$ cat src/hdl/uhce_pkg.sv
// ----------------------------------------------------------------------------
// uhce_pkg
// Types, codes and descriptor table of the USB HID control endpoint.
// ----------------------------------------------------------------------------
package uhce_pkg;

    localparam int EP0_PACKET_BYTES_DEF   = 32;
    localparam int ENDPOINTS_DEF          = 4;
    localparam int DESCRIPTOR_ENTRIES_DEF = 7;

    localparam int S_TDATA_W   = 72;
    localparam int S_TUSER_W   = 2;
    localparam int M_TDATA_W   = 40;
    localparam int M_TUSER_W   = 3;
    localparam int CFG_INDEX_W = 2;
    localparam int CFG_DATA_W  = 8;
    localparam int QUEUE_DEPTH = 2;
    localparam int MAX_PACKETS = 8;

    // Input event kinds (tuser)
    localparam logic [1:0] EVT_BUS_RESET   = 2'd0;
    localparam logic [1:0] EVT_SETUP       = 2'd1;
    localparam logic [1:0] EVT_FRAME       = 2'd2;
    localparam logic [1:0] EVT_REPORT_SENT = 2'd3;

    // Result actions (tuser)
    localparam logic [2:0] ACT_STALL       = 3'd0;
    localparam logic [2:0] ACT_STATUS_ACK  = 3'd1;
    localparam logic [2:0] ACT_DESC_PACKET = 3'd2;
    localparam logic [2:0] ACT_SHORT_REPLY = 3'd3;
    localparam logic [2:0] ACT_REPORT      = 3'd4;
    localparam logic [2:0] ACT_TAKE_OUT    = 3'd5;
    localparam logic [2:0] ACT_SET_ADDRESS = 3'd6;
    localparam logic [2:0] ACT_IDLE_REPORT = 3'd7;

    // Configuration register indexes
    localparam logic [CFG_INDEX_W-1:0] CFG_REPORT_DESC_LEN = 2'd0;
    localparam logic [CFG_INDEX_W-1:0] CFG_VENDOR_STR_LEN  = 2'd1;
    localparam logic [CFG_INDEX_W-1:0] CFG_PRODUCT_STR_LEN = 2'd2;

    // bmRequestType values
    localparam logic [7:0] RT_STD_OUT_DEV  = 8'h00;
    localparam logic [7:0] RT_STD_IN_DEV   = 8'h80;
    localparam logic [7:0] RT_STD_OUT_EP   = 8'h02;
    localparam logic [7:0] RT_STD_IN_EP    = 8'h82;
    localparam logic [7:0] RT_CLASS_IN_IF  = 8'hA1;
    localparam logic [7:0] RT_CLASS_OUT_IF = 8'h21;

    // Standard request codes
    localparam logic [7:0] REQ_GET_STATUS     = 8'd0;
    localparam logic [7:0] REQ_CLEAR_FEATURE  = 8'd1;
    localparam logic [7:0] REQ_SET_FEATURE    = 8'd3;
    localparam logic [7:0] REQ_SET_ADDRESS    = 8'd5;
    localparam logic [7:0] REQ_GET_DESC       = 8'd6;
    localparam logic [7:0] REQ_GET_CONFIG     = 8'd8;
    localparam logic [7:0] REQ_SET_CONFIG     = 8'd9;

    // HID class request codes
    localparam logic [7:0] CLS_GET_REPORT = 8'd1;
    localparam logic [7:0] CLS_GET_IDLE   = 8'd2;
    localparam logic [7:0] CLS_GET_PROTO  = 8'd3;
    localparam logic [7:0] CLS_SET_REPORT = 8'd9;
    localparam logic [7:0] CLS_SET_IDLE   = 8'd10;
    localparam logic [7:0] CLS_SET_PROTO  = 8'd11;

    // Descriptor table
    localparam int DESC_TABLE_SIZE = 7;
    localparam logic [2:0] DSEL_DEVICE   = 3'd0;
    localparam logic [2:0] DSEL_CONFIG   = 3'd1;
    localparam logic [2:0] DSEL_REPORT   = 3'd2;
    localparam logic [2:0] DSEL_HID      = 3'd3;
    localparam logic [2:0] DSEL_LANGUAGE = 3'd4;
    localparam logic [2:0] DSEL_VENDOR   = 3'd5;
    localparam logic [2:0] DSEL_PRODUCT  = 3'd6;

    localparam logic [15:0] DESC_VALUE [DESC_TABLE_SIZE] =
        '{16'h0100, 16'h0200, 16'h2200, 16'h2100, 16'h0300, 16'h0301, 16'h0302};
    localparam logic [15:0] DESC_INDEX [DESC_TABLE_SIZE] =
        '{16'h0000, 16'h0000, 16'h0000, 16'h0000, 16'h0000, 16'h0409, 16'h0409};

    localparam logic [7:0] LEN_DEVICE   = 8'd18;
    localparam logic [7:0] LEN_CONFIG   = 8'd34;
    localparam logic [7:0] LEN_HID      = 8'd9;
    localparam logic [7:0] LEN_LANGUAGE = 8'd4;

    localparam logic [7:0] IDLE_LIMIT_RESET  = 8'd125;
    localparam logic [7:0] PROTOCOL_RESET    = 8'd1;
    localparam logic [7:0] VENDOR_LEN_RESET  = 8'd26;
    localparam logic [7:0] PRODUCT_LEN_RESET = 8'd24;

    // One decoded request handed from front to back
    typedef struct packed {
        logic [2:0] action;
        logic [2:0] desc_select;
        logic [7:0] length;
        logic [7:0] reply_value;
        logic [1:0] reply_length;
        logic [6:0] device_address;
    } uhce_job_t;

    // Queue status seen by the front and back
    typedef struct packed {
        logic full;
        logic not_empty;
    } uhce_qstat_t;

endpackage

$ cat src/hdl/uhce_front.sv
// ----------------------------------------------------------------------------
// uhce_front
// Accepts events, decodes setup requests, keeps device state, queues jobs.
// ----------------------------------------------------------------------------
module uhce_front import uhce_pkg::*; #(
    parameter int ENDPOINTS          = ENDPOINTS_DEF,
    parameter int DESCRIPTOR_ENTRIES = DESCRIPTOR_ENTRIES_DEF
) (
    input  logic                   aclk,
    input  logic                   aresetn,
    input  logic                   s_tvalid,
    output logic                   s_tready,
    input  logic [S_TDATA_W-1:0]   s_tdata,
    input  logic [S_TUSER_W-1:0]   s_tuser,
    input  logic                   cfg_wr_en,
    input  logic [CFG_INDEX_W-1:0] cfg_index,
    input  logic [CFG_DATA_W-1:0]  cfg_data,
    input  uhce_qstat_t            qstat,
    output logic                   push,
    output uhce_job_t              push_job
);

    localparam int SEARCH = (DESCRIPTOR_ENTRIES < DESC_TABLE_SIZE) ?
                            DESCRIPTOR_ENTRIES : DESC_TABLE_SIZE;

    logic [7:0]           report_len_reg, vendor_len_reg, product_len_reg;
    logic [7:0]           config_val_reg, config_val_next;
    logic [7:0]           idle_limit_reg, idle_limit_next;
    logic [7:0]           idle_ctr_reg, idle_ctr_next;
    logic [7:0]           protocol_reg, protocol_next;
    logic [1:0]           divider_reg, divider_next;
    logic [ENDPOINTS-1:0] stall_reg, stall_next;

    logic        accept;
    logic [7:0]  rt, rc;
    logic [15:0] wv, wi, wl;
    logic        ep_ready;

    logic        found;
    logic [2:0]  sel;
    logic [7:0]  entry_len, len_cap, desc_len;
    logic [ENDPOINTS-1:0] status_mask, feature_mask;
    logic        feature_ok, status_bit;
    logic [7:0]  count_inc;
    logic [1:0]  div_inc;

    assign s_tready = !qstat.full;
    assign accept   = s_tvalid && s_tready;

    assign rt       = s_tdata[7:0];
    assign rc       = s_tdata[15:8];
    assign wv       = s_tdata[31:16];
    assign wi       = s_tdata[47:32];
    assign wl       = s_tdata[63:48];
    assign ep_ready = s_tdata[64];

    // First table entry that matches value and index wins
    always_comb begin
        found = 1'b0;
        sel   = DSEL_DEVICE;
        for (int i = SEARCH - 1; i >= 0; i--) begin
            if (DESC_VALUE[i] == wv && DESC_INDEX[i] == wi) begin
                found = 1'b1;
                sel   = 3'(i);
            end
        end
    end

    always_comb begin
        unique case (sel)
            DSEL_DEVICE:   entry_len = LEN_DEVICE;
            DSEL_CONFIG:   entry_len = LEN_CONFIG;
            DSEL_REPORT:   entry_len = report_len_reg;
            DSEL_HID:      entry_len = LEN_HID;
            DSEL_LANGUAGE: entry_len = LEN_LANGUAGE;
            DSEL_VENDOR:   entry_len = vendor_len_reg;
            default:       entry_len = product_len_reg;
        endcase
    end

    assign len_cap  = (wl[15:8] != 8'd0) ? 8'hFF : wl[7:0];
    assign desc_len = (len_cap > entry_len) ? entry_len : len_cap;

    // Endpoint selects: status looks at wIndex[2:0], features at wIndex[6:0]
    always_comb begin
        for (int e = 0; e < ENDPOINTS; e++) begin
            status_mask[e]  = ({4'd0, wi[2:0]} == 7'(e + 1));
            feature_mask[e] = (wi[6:0] == 7'(e + 1));
        end
    end

    assign status_bit = (rt == RT_STD_IN_EP) && |(stall_reg & status_mask);
    assign feature_ok = (rc == REQ_CLEAR_FEATURE || rc == REQ_SET_FEATURE) &&
                        rt == RT_STD_OUT_EP && wv == 16'd0 && |feature_mask;

    assign count_inc = idle_ctr_reg + 8'd1;
    assign div_inc   = divider_reg + 2'd1;

    always_comb begin
        config_val_next = config_val_reg;
        idle_limit_next = idle_limit_reg;
        idle_ctr_next   = idle_ctr_reg;
        protocol_next   = protocol_reg;
        divider_next    = divider_reg;
        stall_next      = stall_reg;
        push            = 1'b0;
        push_job        = '0;
        if (accept) begin
            unique case (s_tuser)
                EVT_BUS_RESET: begin
                    config_val_next = 8'd0;
                    stall_next      = '0;
                end
                EVT_SETUP: begin
                    push = 1'b1;
                    push_job.action = ACT_STALL;
                    priority if (rc == REQ_GET_DESC) begin
                        if (found) begin
                            push_job.action      = ACT_DESC_PACKET;
                            push_job.desc_select = sel;
                            push_job.length      = desc_len;
                        end
                    end else if (rc == REQ_SET_ADDRESS) begin
                        push_job.action         = ACT_SET_ADDRESS;
                        push_job.device_address = wv[6:0];
                    end else if (rc == REQ_SET_CONFIG && rt == RT_STD_OUT_DEV) begin
                        config_val_next = wv[7:0];
                        stall_next      = '0;
                        push_job.action = ACT_STATUS_ACK;
                    end else if (rc == REQ_GET_CONFIG && rt == RT_STD_IN_DEV) begin
                        push_job.action       = ACT_SHORT_REPLY;
                        push_job.reply_value  = config_val_reg;
                        push_job.reply_length = 2'd1;
                    end else if (rc == REQ_GET_STATUS) begin
                        push_job.action       = ACT_SHORT_REPLY;
                        push_job.reply_value  = {7'd0, status_bit};
                        push_job.reply_length = 2'd2;
                    end else if (feature_ok) begin
                        if (rc == REQ_SET_FEATURE) stall_next = stall_reg | feature_mask;
                        else                       stall_next = stall_reg & ~feature_mask;
                        push_job.action = ACT_STATUS_ACK;
                    end else if (wi == 16'd0 && rt == RT_CLASS_IN_IF &&
                                 rc == CLS_GET_REPORT) begin
                        push_job.action = ACT_REPORT;
                    end else if (wi == 16'd0 && rt == RT_CLASS_IN_IF &&
                                 rc == CLS_GET_IDLE) begin
                        push_job.action       = ACT_SHORT_REPLY;
                        push_job.reply_value  = idle_limit_reg;
                        push_job.reply_length = 2'd1;
                    end else if (wi == 16'd0 && rt == RT_CLASS_IN_IF &&
                                 rc == CLS_GET_PROTO) begin
                        push_job.action       = ACT_SHORT_REPLY;
                        push_job.reply_value  = protocol_reg;
                        push_job.reply_length = 2'd1;
                    end else if (wi == 16'd0 && rt == RT_CLASS_OUT_IF &&
                                 rc == CLS_SET_REPORT) begin
                        push_job.action = ACT_TAKE_OUT;
                    end else if (wi == 16'd0 && rt == RT_CLASS_OUT_IF &&
                                 rc == CLS_SET_IDLE) begin
                        idle_limit_next = wv[15:8];
                        idle_ctr_next   = 8'd0;
                        push_job.action = ACT_STATUS_ACK;
                    end else if (wi == 16'd0 && rt == RT_CLASS_OUT_IF &&
                                 rc == CLS_SET_PROTO) begin
                        protocol_next   = wv[7:0];
                        push_job.action = ACT_STATUS_ACK;
                    end else begin
                        push_job.action = ACT_STALL;
                    end
                end
                EVT_FRAME: begin
                    if (config_val_reg != 8'd0 && idle_limit_reg != 8'd0) begin
                        divider_next = div_inc;
                        if (div_inc == 2'd0 && ep_ready) begin
                            idle_ctr_next = count_inc;
                            if (count_inc == idle_limit_reg) begin
                                idle_ctr_next   = 8'd0;
                                push            = 1'b1;
                                push_job.action = ACT_IDLE_REPORT;
                            end
                        end
                    end
                end
                default: begin
                    if (config_val_reg != 8'd0) idle_ctr_next = 8'd0;
                end
            endcase
        end
    end

    always_ff @(posedge aclk) begin
        if (!aresetn) begin
            report_len_reg  <= 8'd0;
            vendor_len_reg  <= VENDOR_LEN_RESET;
            product_len_reg <= PRODUCT_LEN_RESET;
            config_val_reg  <= 8'd0;
            idle_limit_reg  <= IDLE_LIMIT_RESET;
            idle_ctr_reg    <= 8'd0;
            protocol_reg    <= PROTOCOL_RESET;
            divider_reg     <= 2'd0;
            stall_reg       <= '0;
        end else begin
            config_val_reg <= config_val_next;
            idle_limit_reg <= idle_limit_next;
            idle_ctr_reg   <= idle_ctr_next;
            protocol_reg   <= protocol_next;
            divider_reg    <= divider_next;
            stall_reg      <= stall_next;
            if (cfg_wr_en) begin
                if (cfg_index == CFG_REPORT_DESC_LEN) report_len_reg  <= cfg_data;
                if (cfg_index == CFG_VENDOR_STR_LEN)  vendor_len_reg  <= cfg_data;
                if (cfg_index == CFG_PRODUCT_STR_LEN) product_len_reg <= cfg_data;
            end
        end
    end

endmodule

$ cat src/hdl/uhce_queue.sv
// ----------------------------------------------------------------------------
// uhce_queue
// Short job queue between the decoder and the result sequencer.
// ----------------------------------------------------------------------------
module uhce_queue import uhce_pkg::*; (
    input  logic        aclk,
    input  logic        aresetn,
    input  logic        push,
    input  uhce_job_t   push_job,
    input  logic        pop,
    output uhce_job_t   head_job,
    output uhce_qstat_t qstat
);

    localparam int PTR_W = (QUEUE_DEPTH > 1) ? $clog2(QUEUE_DEPTH) : 1;
    localparam int CNT_W = $clog2(QUEUE_DEPTH + 1);

    uhce_job_t        slots [QUEUE_DEPTH];
    logic [PTR_W-1:0] wr_ptr_reg, wr_ptr_next;
    logic [PTR_W-1:0] rd_ptr_reg, rd_ptr_next;
    logic [CNT_W-1:0] count_reg, count_next;
    logic             do_push, do_pop;

    assign qstat.full      = (count_reg == CNT_W'(QUEUE_DEPTH));
    assign qstat.not_empty = (count_reg != '0);
    assign head_job        = slots[rd_ptr_reg];

    assign do_push = push && !qstat.full;
    assign do_pop  = pop && qstat.not_empty;

    always_comb begin
        wr_ptr_next = wr_ptr_reg;
        rd_ptr_next = rd_ptr_reg;
        if (do_push) begin
            wr_ptr_next = (wr_ptr_reg == PTR_W'(QUEUE_DEPTH - 1)) ? '0 : wr_ptr_reg + 1'b1;
        end
        if (do_pop) begin
            rd_ptr_next = (rd_ptr_reg == PTR_W'(QUEUE_DEPTH - 1)) ? '0 : rd_ptr_reg + 1'b1;
        end
        count_next = count_reg + CNT_W'(do_push) - CNT_W'(do_pop);
    end

    always_ff @(posedge aclk) begin
        if (!aresetn) begin
            wr_ptr_reg <= '0;
            rd_ptr_reg <= '0;
            count_reg  <= '0;
        end else begin
            wr_ptr_reg <= wr_ptr_next;
            rd_ptr_reg <= rd_ptr_next;
            count_reg  <= count_next;
        end
    end

    always_ff @(posedge aclk) begin
        if (do_push) slots[wr_ptr_reg] <= push_job;
    end

endmodule

$ cat src/hdl/uhce_back.sv
// ----------------------------------------------------------------------------
// uhce_back
// Expands queued jobs into result transactions behind an output register.
// ----------------------------------------------------------------------------
module uhce_back import uhce_pkg::*; #(
    parameter int EP0_PACKET_BYTES = EP0_PACKET_BYTES_DEF
) (
    input  logic                 aclk,
    input  logic                 aresetn,
    input  uhce_qstat_t          qstat,
    input  uhce_job_t            head_job,
    output logic                 pop,
    output logic                 m_tvalid,
    input  logic                 m_tready,
    output logic [M_TDATA_W-1:0] m_tdata,
    output logic [M_TUSER_W-1:0] m_tuser,
    output logic                 m_tlast
);

    localparam logic [7:0] PKT = 8'(EP0_PACKET_BYTES);
    localparam int K_W = $clog2(MAX_PACKETS);

    logic            busy_reg, busy_next;
    uhce_job_t       job_reg;
    logic [7:0]      rem_reg, rem_next;
    logic [7:0]      off_reg, off_next;
    logic [K_W-1:0]  k_reg, k_next;

    logic                 valid_reg, valid_next;
    logic [M_TDATA_W-1:0] data_reg;
    logic [M_TUSER_W-1:0] user_reg;
    logic                 last_reg;

    logic            is_desc, emit, item_last;
    logic [7:0]      n, rem_after;
    logic [M_TDATA_W-1:0] item_data;

    assign is_desc   = (job_reg.action == ACT_DESC_PACKET);
    assign n         = (rem_reg < PKT) ? rem_reg : PKT;
    assign rem_after = rem_reg - n;
    assign item_last = !is_desc ||
                       !((rem_after != 8'd0 || n == PKT) && k_reg != K_W'(MAX_PACKETS - 1));

    assign emit = busy_reg && (!valid_reg || m_tready);
    assign pop  = !busy_reg && qstat.not_empty;

    // tdata: desc_select, byte_offset, byte_count, reply_value,
    // reply_length, device_address, zero pad
    always_comb begin
        item_data = '0;
        if (is_desc) begin
            item_data[2:0]   = job_reg.desc_select;
            item_data[10:3]  = off_reg;
            item_data[16:11] = n[5:0];
        end
        item_data[24:17] = job_reg.reply_value;
        item_data[26:25] = job_reg.reply_length;
        item_data[33:27] = job_reg.device_address;
    end

    always_comb begin
        busy_next  = busy_reg;
        rem_next   = rem_reg;
        off_next   = off_reg;
        k_next     = k_reg;
        valid_next = valid_reg && !m_tready;
        if (pop) begin
            busy_next = 1'b1;
            rem_next  = head_job.length;
            off_next  = 8'd0;
            k_next    = '0;
        end else if (emit) begin
            valid_next = 1'b1;
            rem_next   = rem_after;
            off_next   = off_reg + n;
            k_next     = k_reg + 1'b1;
            if (item_last) busy_next = 1'b0;
        end
    end

    always_ff @(posedge aclk) begin
        if (!aresetn) begin
            busy_reg  <= 1'b0;
            valid_reg <= 1'b0;
        end else begin
            busy_reg  <= busy_next;
            valid_reg <= valid_next;
        end
    end

    always_ff @(posedge aclk) begin
        rem_reg <= rem_next;
        off_reg <= off_next;
        k_reg   <= k_next;
        if (pop) job_reg <= head_job;
        if (emit) begin
            data_reg <= item_data;
            user_reg <= job_reg.action;
            last_reg <= item_last;
        end
    end

    assign m_tvalid = valid_reg;
    assign m_tdata  = data_reg;
    assign m_tuser  = user_reg;
    assign m_tlast  = last_reg;

endmodule

$ cat src/hdl/usb_hid_control_endpoint.sv
// ----------------------------------------------------------------------------
// usb_hid_control_endpoint
// Control-request handler of a USB HID device, with idle-report timer.
// ----------------------------------------------------------------------------
// Events enter on the s_ channel and are decoded in the cycle they are
// accepted; device state updates there and then, and any response is queued
// as a job in a two-entry queue. The back end turns a job into results at one
// transaction per cycle while m_tready does not hold it off: one result for
// most requests, up to eight descriptor packets for a descriptor request. It
// loads the next job from the queue only after the last result of the current
// one, and input stalls only when the queue is full. Events without a response
// (bus reset, report sent, most frame ticks) produce nothing. Configuration
// writes land at the next clock edge.
module usb_hid_control_endpoint import uhce_pkg::*; #(
    parameter int EP0_PACKET_BYTES   = EP0_PACKET_BYTES_DEF,
    parameter int ENDPOINTS          = ENDPOINTS_DEF,
    parameter int DESCRIPTOR_ENTRIES = DESCRIPTOR_ENTRIES_DEF
) (
    input  logic                   aclk,
    input  logic                   aresetn,
    input  logic                   s_tvalid,
    output logic                   s_tready,
    // request_type_byte, request_code, value_word, index_word,
    // length_word, report_ep_ready, zero pad
    input  logic [S_TDATA_W-1:0]   s_tdata,
    // event kind
    input  logic [S_TUSER_W-1:0]   s_tuser,
    output logic                   m_tvalid,
    input  logic                   m_tready,
    // desc_select, byte_offset, byte_count, reply_value, reply_length,
    // device_address, zero pad
    output logic [M_TDATA_W-1:0]   m_tdata,
    // action
    output logic [M_TUSER_W-1:0]   m_tuser,
    output logic                   m_tlast,
    input  logic                   cfg_wr_en,
    input  logic [CFG_INDEX_W-1:0] cfg_index,
    input  logic [CFG_DATA_W-1:0]  cfg_data
);

    uhce_qstat_t qstat;
    uhce_job_t   push_job, head_job;
    logic        push, pop;

    uhce_front #(
        .ENDPOINTS          (ENDPOINTS),
        .DESCRIPTOR_ENTRIES (DESCRIPTOR_ENTRIES)
    ) u_front (
        .aclk      (aclk),
        .aresetn   (aresetn),
        .s_tvalid  (s_tvalid),
        .s_tready  (s_tready),
        .s_tdata   (s_tdata),
        .s_tuser   (s_tuser),
        .cfg_wr_en (cfg_wr_en),
        .cfg_index (cfg_index),
        .cfg_data  (cfg_data),
        .qstat     (qstat),
        .push      (push),
        .push_job  (push_job)
    );

    uhce_queue u_queue (
        .aclk     (aclk),
        .aresetn  (aresetn),
        .push     (push),
        .push_job (push_job),
        .pop      (pop),
        .head_job (head_job),
        .qstat    (qstat)
    );

    uhce_back #(
        .EP0_PACKET_BYTES (EP0_PACKET_BYTES)
    ) u_back (
        .aclk     (aclk),
        .aresetn  (aresetn),
        .qstat    (qstat),
        .head_job (head_job),
        .pop      (pop),
        .m_tvalid (m_tvalid),
        .m_tready (m_tready),
        .m_tdata  (m_tdata),
        .m_tuser  (m_tuser),
        .m_tlast  (m_tlast)
    );

endmodule

$ cat config.mk
export PLATFORM = sky130hd
export DESIGN_NAME = usb_hid_control_endpoint
export DESIGN_NICKNAME = d
export VERILOG_FILES = /design/src/hdl/uhce_pkg.sv /design/src/hdl/uhce_front.sv /design/src/hdl/uhce_queue.sv /design/src/hdl/uhce_back.sv /design/src/hdl/usb_hid_control_endpoint.sv
export SDC_FILE = /design/constraint.sdc
export NUM_CORES = 1
export LEC_CHECK = 0
export ABC_AREA = 0
export BUFFER_PORTS_ARGS = -buffer_cell sky130_fd_sc_hd__buf_4
export CORE_UTILIZATION = 62
export CTS_CLUSTER_SIZE = 8
export DETAILED_ROUTE_END_ITERATION = 8
export PLACE_DENSITY_LB_ADDON = 0.2
export REMOVE_ABC_BUFFERS = 1
export SKIP_LAST_GASP = 1
export SLEW_MARGIN = 10
export SYNTH_ARGS = -nofsm -noshare
export SYNTH_HDL_FRONTEND = slang
export SYNTH_SLANG_ARGS = --single-unit
$ cat constraint.sdc
create_clock -name aclk -period 6.3 [get_ports aclk]
set_input_delay 0.945 -clock aclk [delete_from_list [all_inputs] [get_ports aclk]]
set_output_delay 0.945 -clock aclk [all_outputs]
set_load 0.05 [all_outputs]
==> impl_metrics.ini <==
[timing]
post-route-period-util = 0.727
final_max_slew_viol_count = 0
slew_headroom = 0.234
grt_setup_unrepaired = no
fmax_mhz = 218
finalSetupTns_ns = 0
setup_viol = 0
tightestPinTransition_ns = 1.14
whs_ns = 0.416
clock_skew_ns = 0.0101
hold_violations = 0
min_period_ns = 4.58

[floorplan]
core_area_um2 = 15400
die_area_um2 = 16500
die_h_um = 129
fp-row-count = 45
io_pins = 135
start_util = 0.644
die_x_um = 129

[logic_synthesis]
syn_avg_cell_area_um2 = 11.2
postSynthCellCount = 884
yosys_warnings = 0
async_flop_share = 0
synth.cell_area_um2 = 9940
synth_ff_type = edfxtp_1
ys_top_cells_by_area = edfxtp_1 (40%), dfxtp_1 (16%), mux2i_1 (6.1%)
synth-seq-area-share = 0.557
synth_edf_count = 131
yosys.area.top_type = edfxtp_1
synth-seq-cells = 211
ys_types = 75
synth_top_area_share = 0.396

[global_routing]
gr-total-overflow = 0
antenna_found_initial = 0
grt_pass1_vias = 6947
grt_max_degree = 55
grt_usage = 0.263
grt_pass1_wl_um = 34300

[placed_design]
placedInstanceArea_um2 = 11000
dpl.hpwl_um = 14400
dpl.cell_count = 1190
place.gp.congestion = 0.890
place.port_buffers = 121

[final_layout]
area_delta_synth_final_pct = 19.6
multi_input_area_um2 = 4150
antenna_cells = 0
finalNonFillerCells = 1241
regMostFlops = u_queue.slots
largest_reg_flops = 62
final_cell_mix = edfxtp_1 (131), buf_4 (130), dfxtp_1 (80)
drive_above_1_share = 0.201
regArea_um2 = 5540
layout_commonest_cell = edfxtp_1
stdcell_area_um2 = 11900
fillCellCount = 1050
layout.nets = 1126

[clock_tree]
postCtsSetupRepairBufs = 0
clk_path_buf_depth = 3
clk_pin_slew_ns = 0.05
clock_latency_ns = 0.55
htreeDepth = 1
cts_resized = 0
cts_sinks = 211
cts_tree = built
ctsHoldBuffers = 0
cts_buffers = 30
cts_root_buffer = clkbuf_16

[detailed_routing]
drt_iter0_drc = 608
wl_per_cell_um = 16.8
vias_per_cell = 5.89
drt-total-wl_um = 20800
drc_errors = 0
detail-route-antenna-nets = 0
vias = 7304
first_pass_iters = 6

[min_path]
hp-start = u_back.item_data[25]$_DFFE_PP_
hold_path_class = flop to flop
hold_path_end = u_back.m_tdata[25]$_DFFE_PP_
hold_depth = 0

[setup_path]
r2r_end = u_queue.slots[0][23]$_DFFE_PP_
path_class = input pin to flop
arrival_ns = 4.93
reg2reg_depth = 10
end_kind = flop
worst_ep_required_time_ns = 6.65
crit_fanout = 9
cp-start-kind = input pin
r2r_start = u_front.idle_ctr_reg[0]$_SDFFE_PN0P_
reg2reg_slack_ns = 2.96

[power_and_ir_drop]
totalPowerFinal_mw = 4.52
clock_power_share = 0.318
p_sw_mw = 1.45
peakVddDrop_mv = 0.319
p_int_mw = 3.07
power_density_nw_per_um2 = 381
seqPwrFrac = 0.421
power_leakage_nw = 4.52
switching_share = 0.322
p_comb_frac = 0.261

[outcome]
status = finished clean

[run]
drv_cap = 0
==> power groups by stage <==
stage / Sequential [mW] / Clock [mW] / Combinational, mW
final: 1.90 / 1.44 / 1.18
after global routing: 1.93 / 1.52 / 1.28
after CTS: 1.90 / 1.45 / 1.18
after detailed placement: 1.93 / 0 / 1.16
after global placement: 1.91 / 0 / 1.14
after floorplan: 2.20 / 0 / 0.536
==> cell usage after synthesis (all sizes together) (17+ instances only) <==
cell type and instances:
a21oi 42, inv 23, nand2 64, and2 35
dfxtp 80, nor3 17, edfxtp 131, nand3 30
mux2i 61, o21ai 27, clkbuf 29, ha 25
nor4 20, mux2 25, nor2 76
==> area by class of cell <==
cell class,count,share of cell area
timing repair buffer,130,0.0822
tap,211,0.0222
sequential,211,0.466
multi-input combinational,614,0.350
inverter,24,0.00758
clock buffer,49,0.0692
clock inverter,2,0.00316
==> kinds of logic (layout without fill, tap and decap cells) <==
logic type | after synthesis | count (layout) | synth area share
buf+inv | 65 | 205 | 0.0272
other cells | 2 | 8 | 0.000756
fa+ha+maj | 26 | 26 | 0.0335
simple gates | 332 | 332 | 0.177
compound gates | 145 | 145 | 0.0991
xor+xnor | 17 | 17 | 0.0150
flops | 211 | 211 | 0.557
mux | 86 | 86 | 0.0902
==> metrics by stage <==
stage               worst slack, ns   util
finish                         1.72  0.770
global route                   1.38  0.770
CTS                            1.79  0.770
detailed placement             1.26  0.714
global placement               1.40  0.714
floorplan                      2.03      -
==> how the worst max path moves through the flow <==
stage | start | to | slack, ns | cells after the start
floorplan | s_tdata[37] | u_queue.slots[0][19]$_DFFE_PP_ | 2.03 | 14
detailed placement | s_tdata[26] | u_queue.slots[1][17]$_DFFE_PP_ | 1.26 | 15
CTS | s_tdata[26] | u_queue.slots[0][17]$_DFFE_PP_ | 1.79 | 15
global route | s_tdata[26] | u_queue.slots[0][20]$_DFFE_PP_ | 1.38 | 15
global placement | s_tdata[26] | u_queue.slots[0][17]$_DFFE_PP_ | 1.40 | 15
finish | s_tdata[26] | u_queue.slots[1][17]$_DFFE_PP_ | 1.72 | 15
==> per-layer routing <==
layer,GRT usage,vias to the layer above,wire length (um)
li1,-,3524,-
met1,0.361,3458,9370
met2,0.434,286,9680
met3,0.0420,36,1270
met4,0.0761,0,498
met5,0,-,0
==> worst max-delay path, stage by stage <==
cell and delay, ns:
buf_4 0.11, nor4_1 0.43, nand4_1 0.27, nor4_1 0.61, nand3b_1 0.33, a21boi_0 0.47
o22ai_1 0.16, ha_1 0.34, nand3_1 0.08, o22ai_1 0.14, nor2_1 0.05, nor2_1 0.14
o22a_1 0.37, o221ai_1 0.19, a21oi_1 0.26
Power figures use the tool's default switching activity.
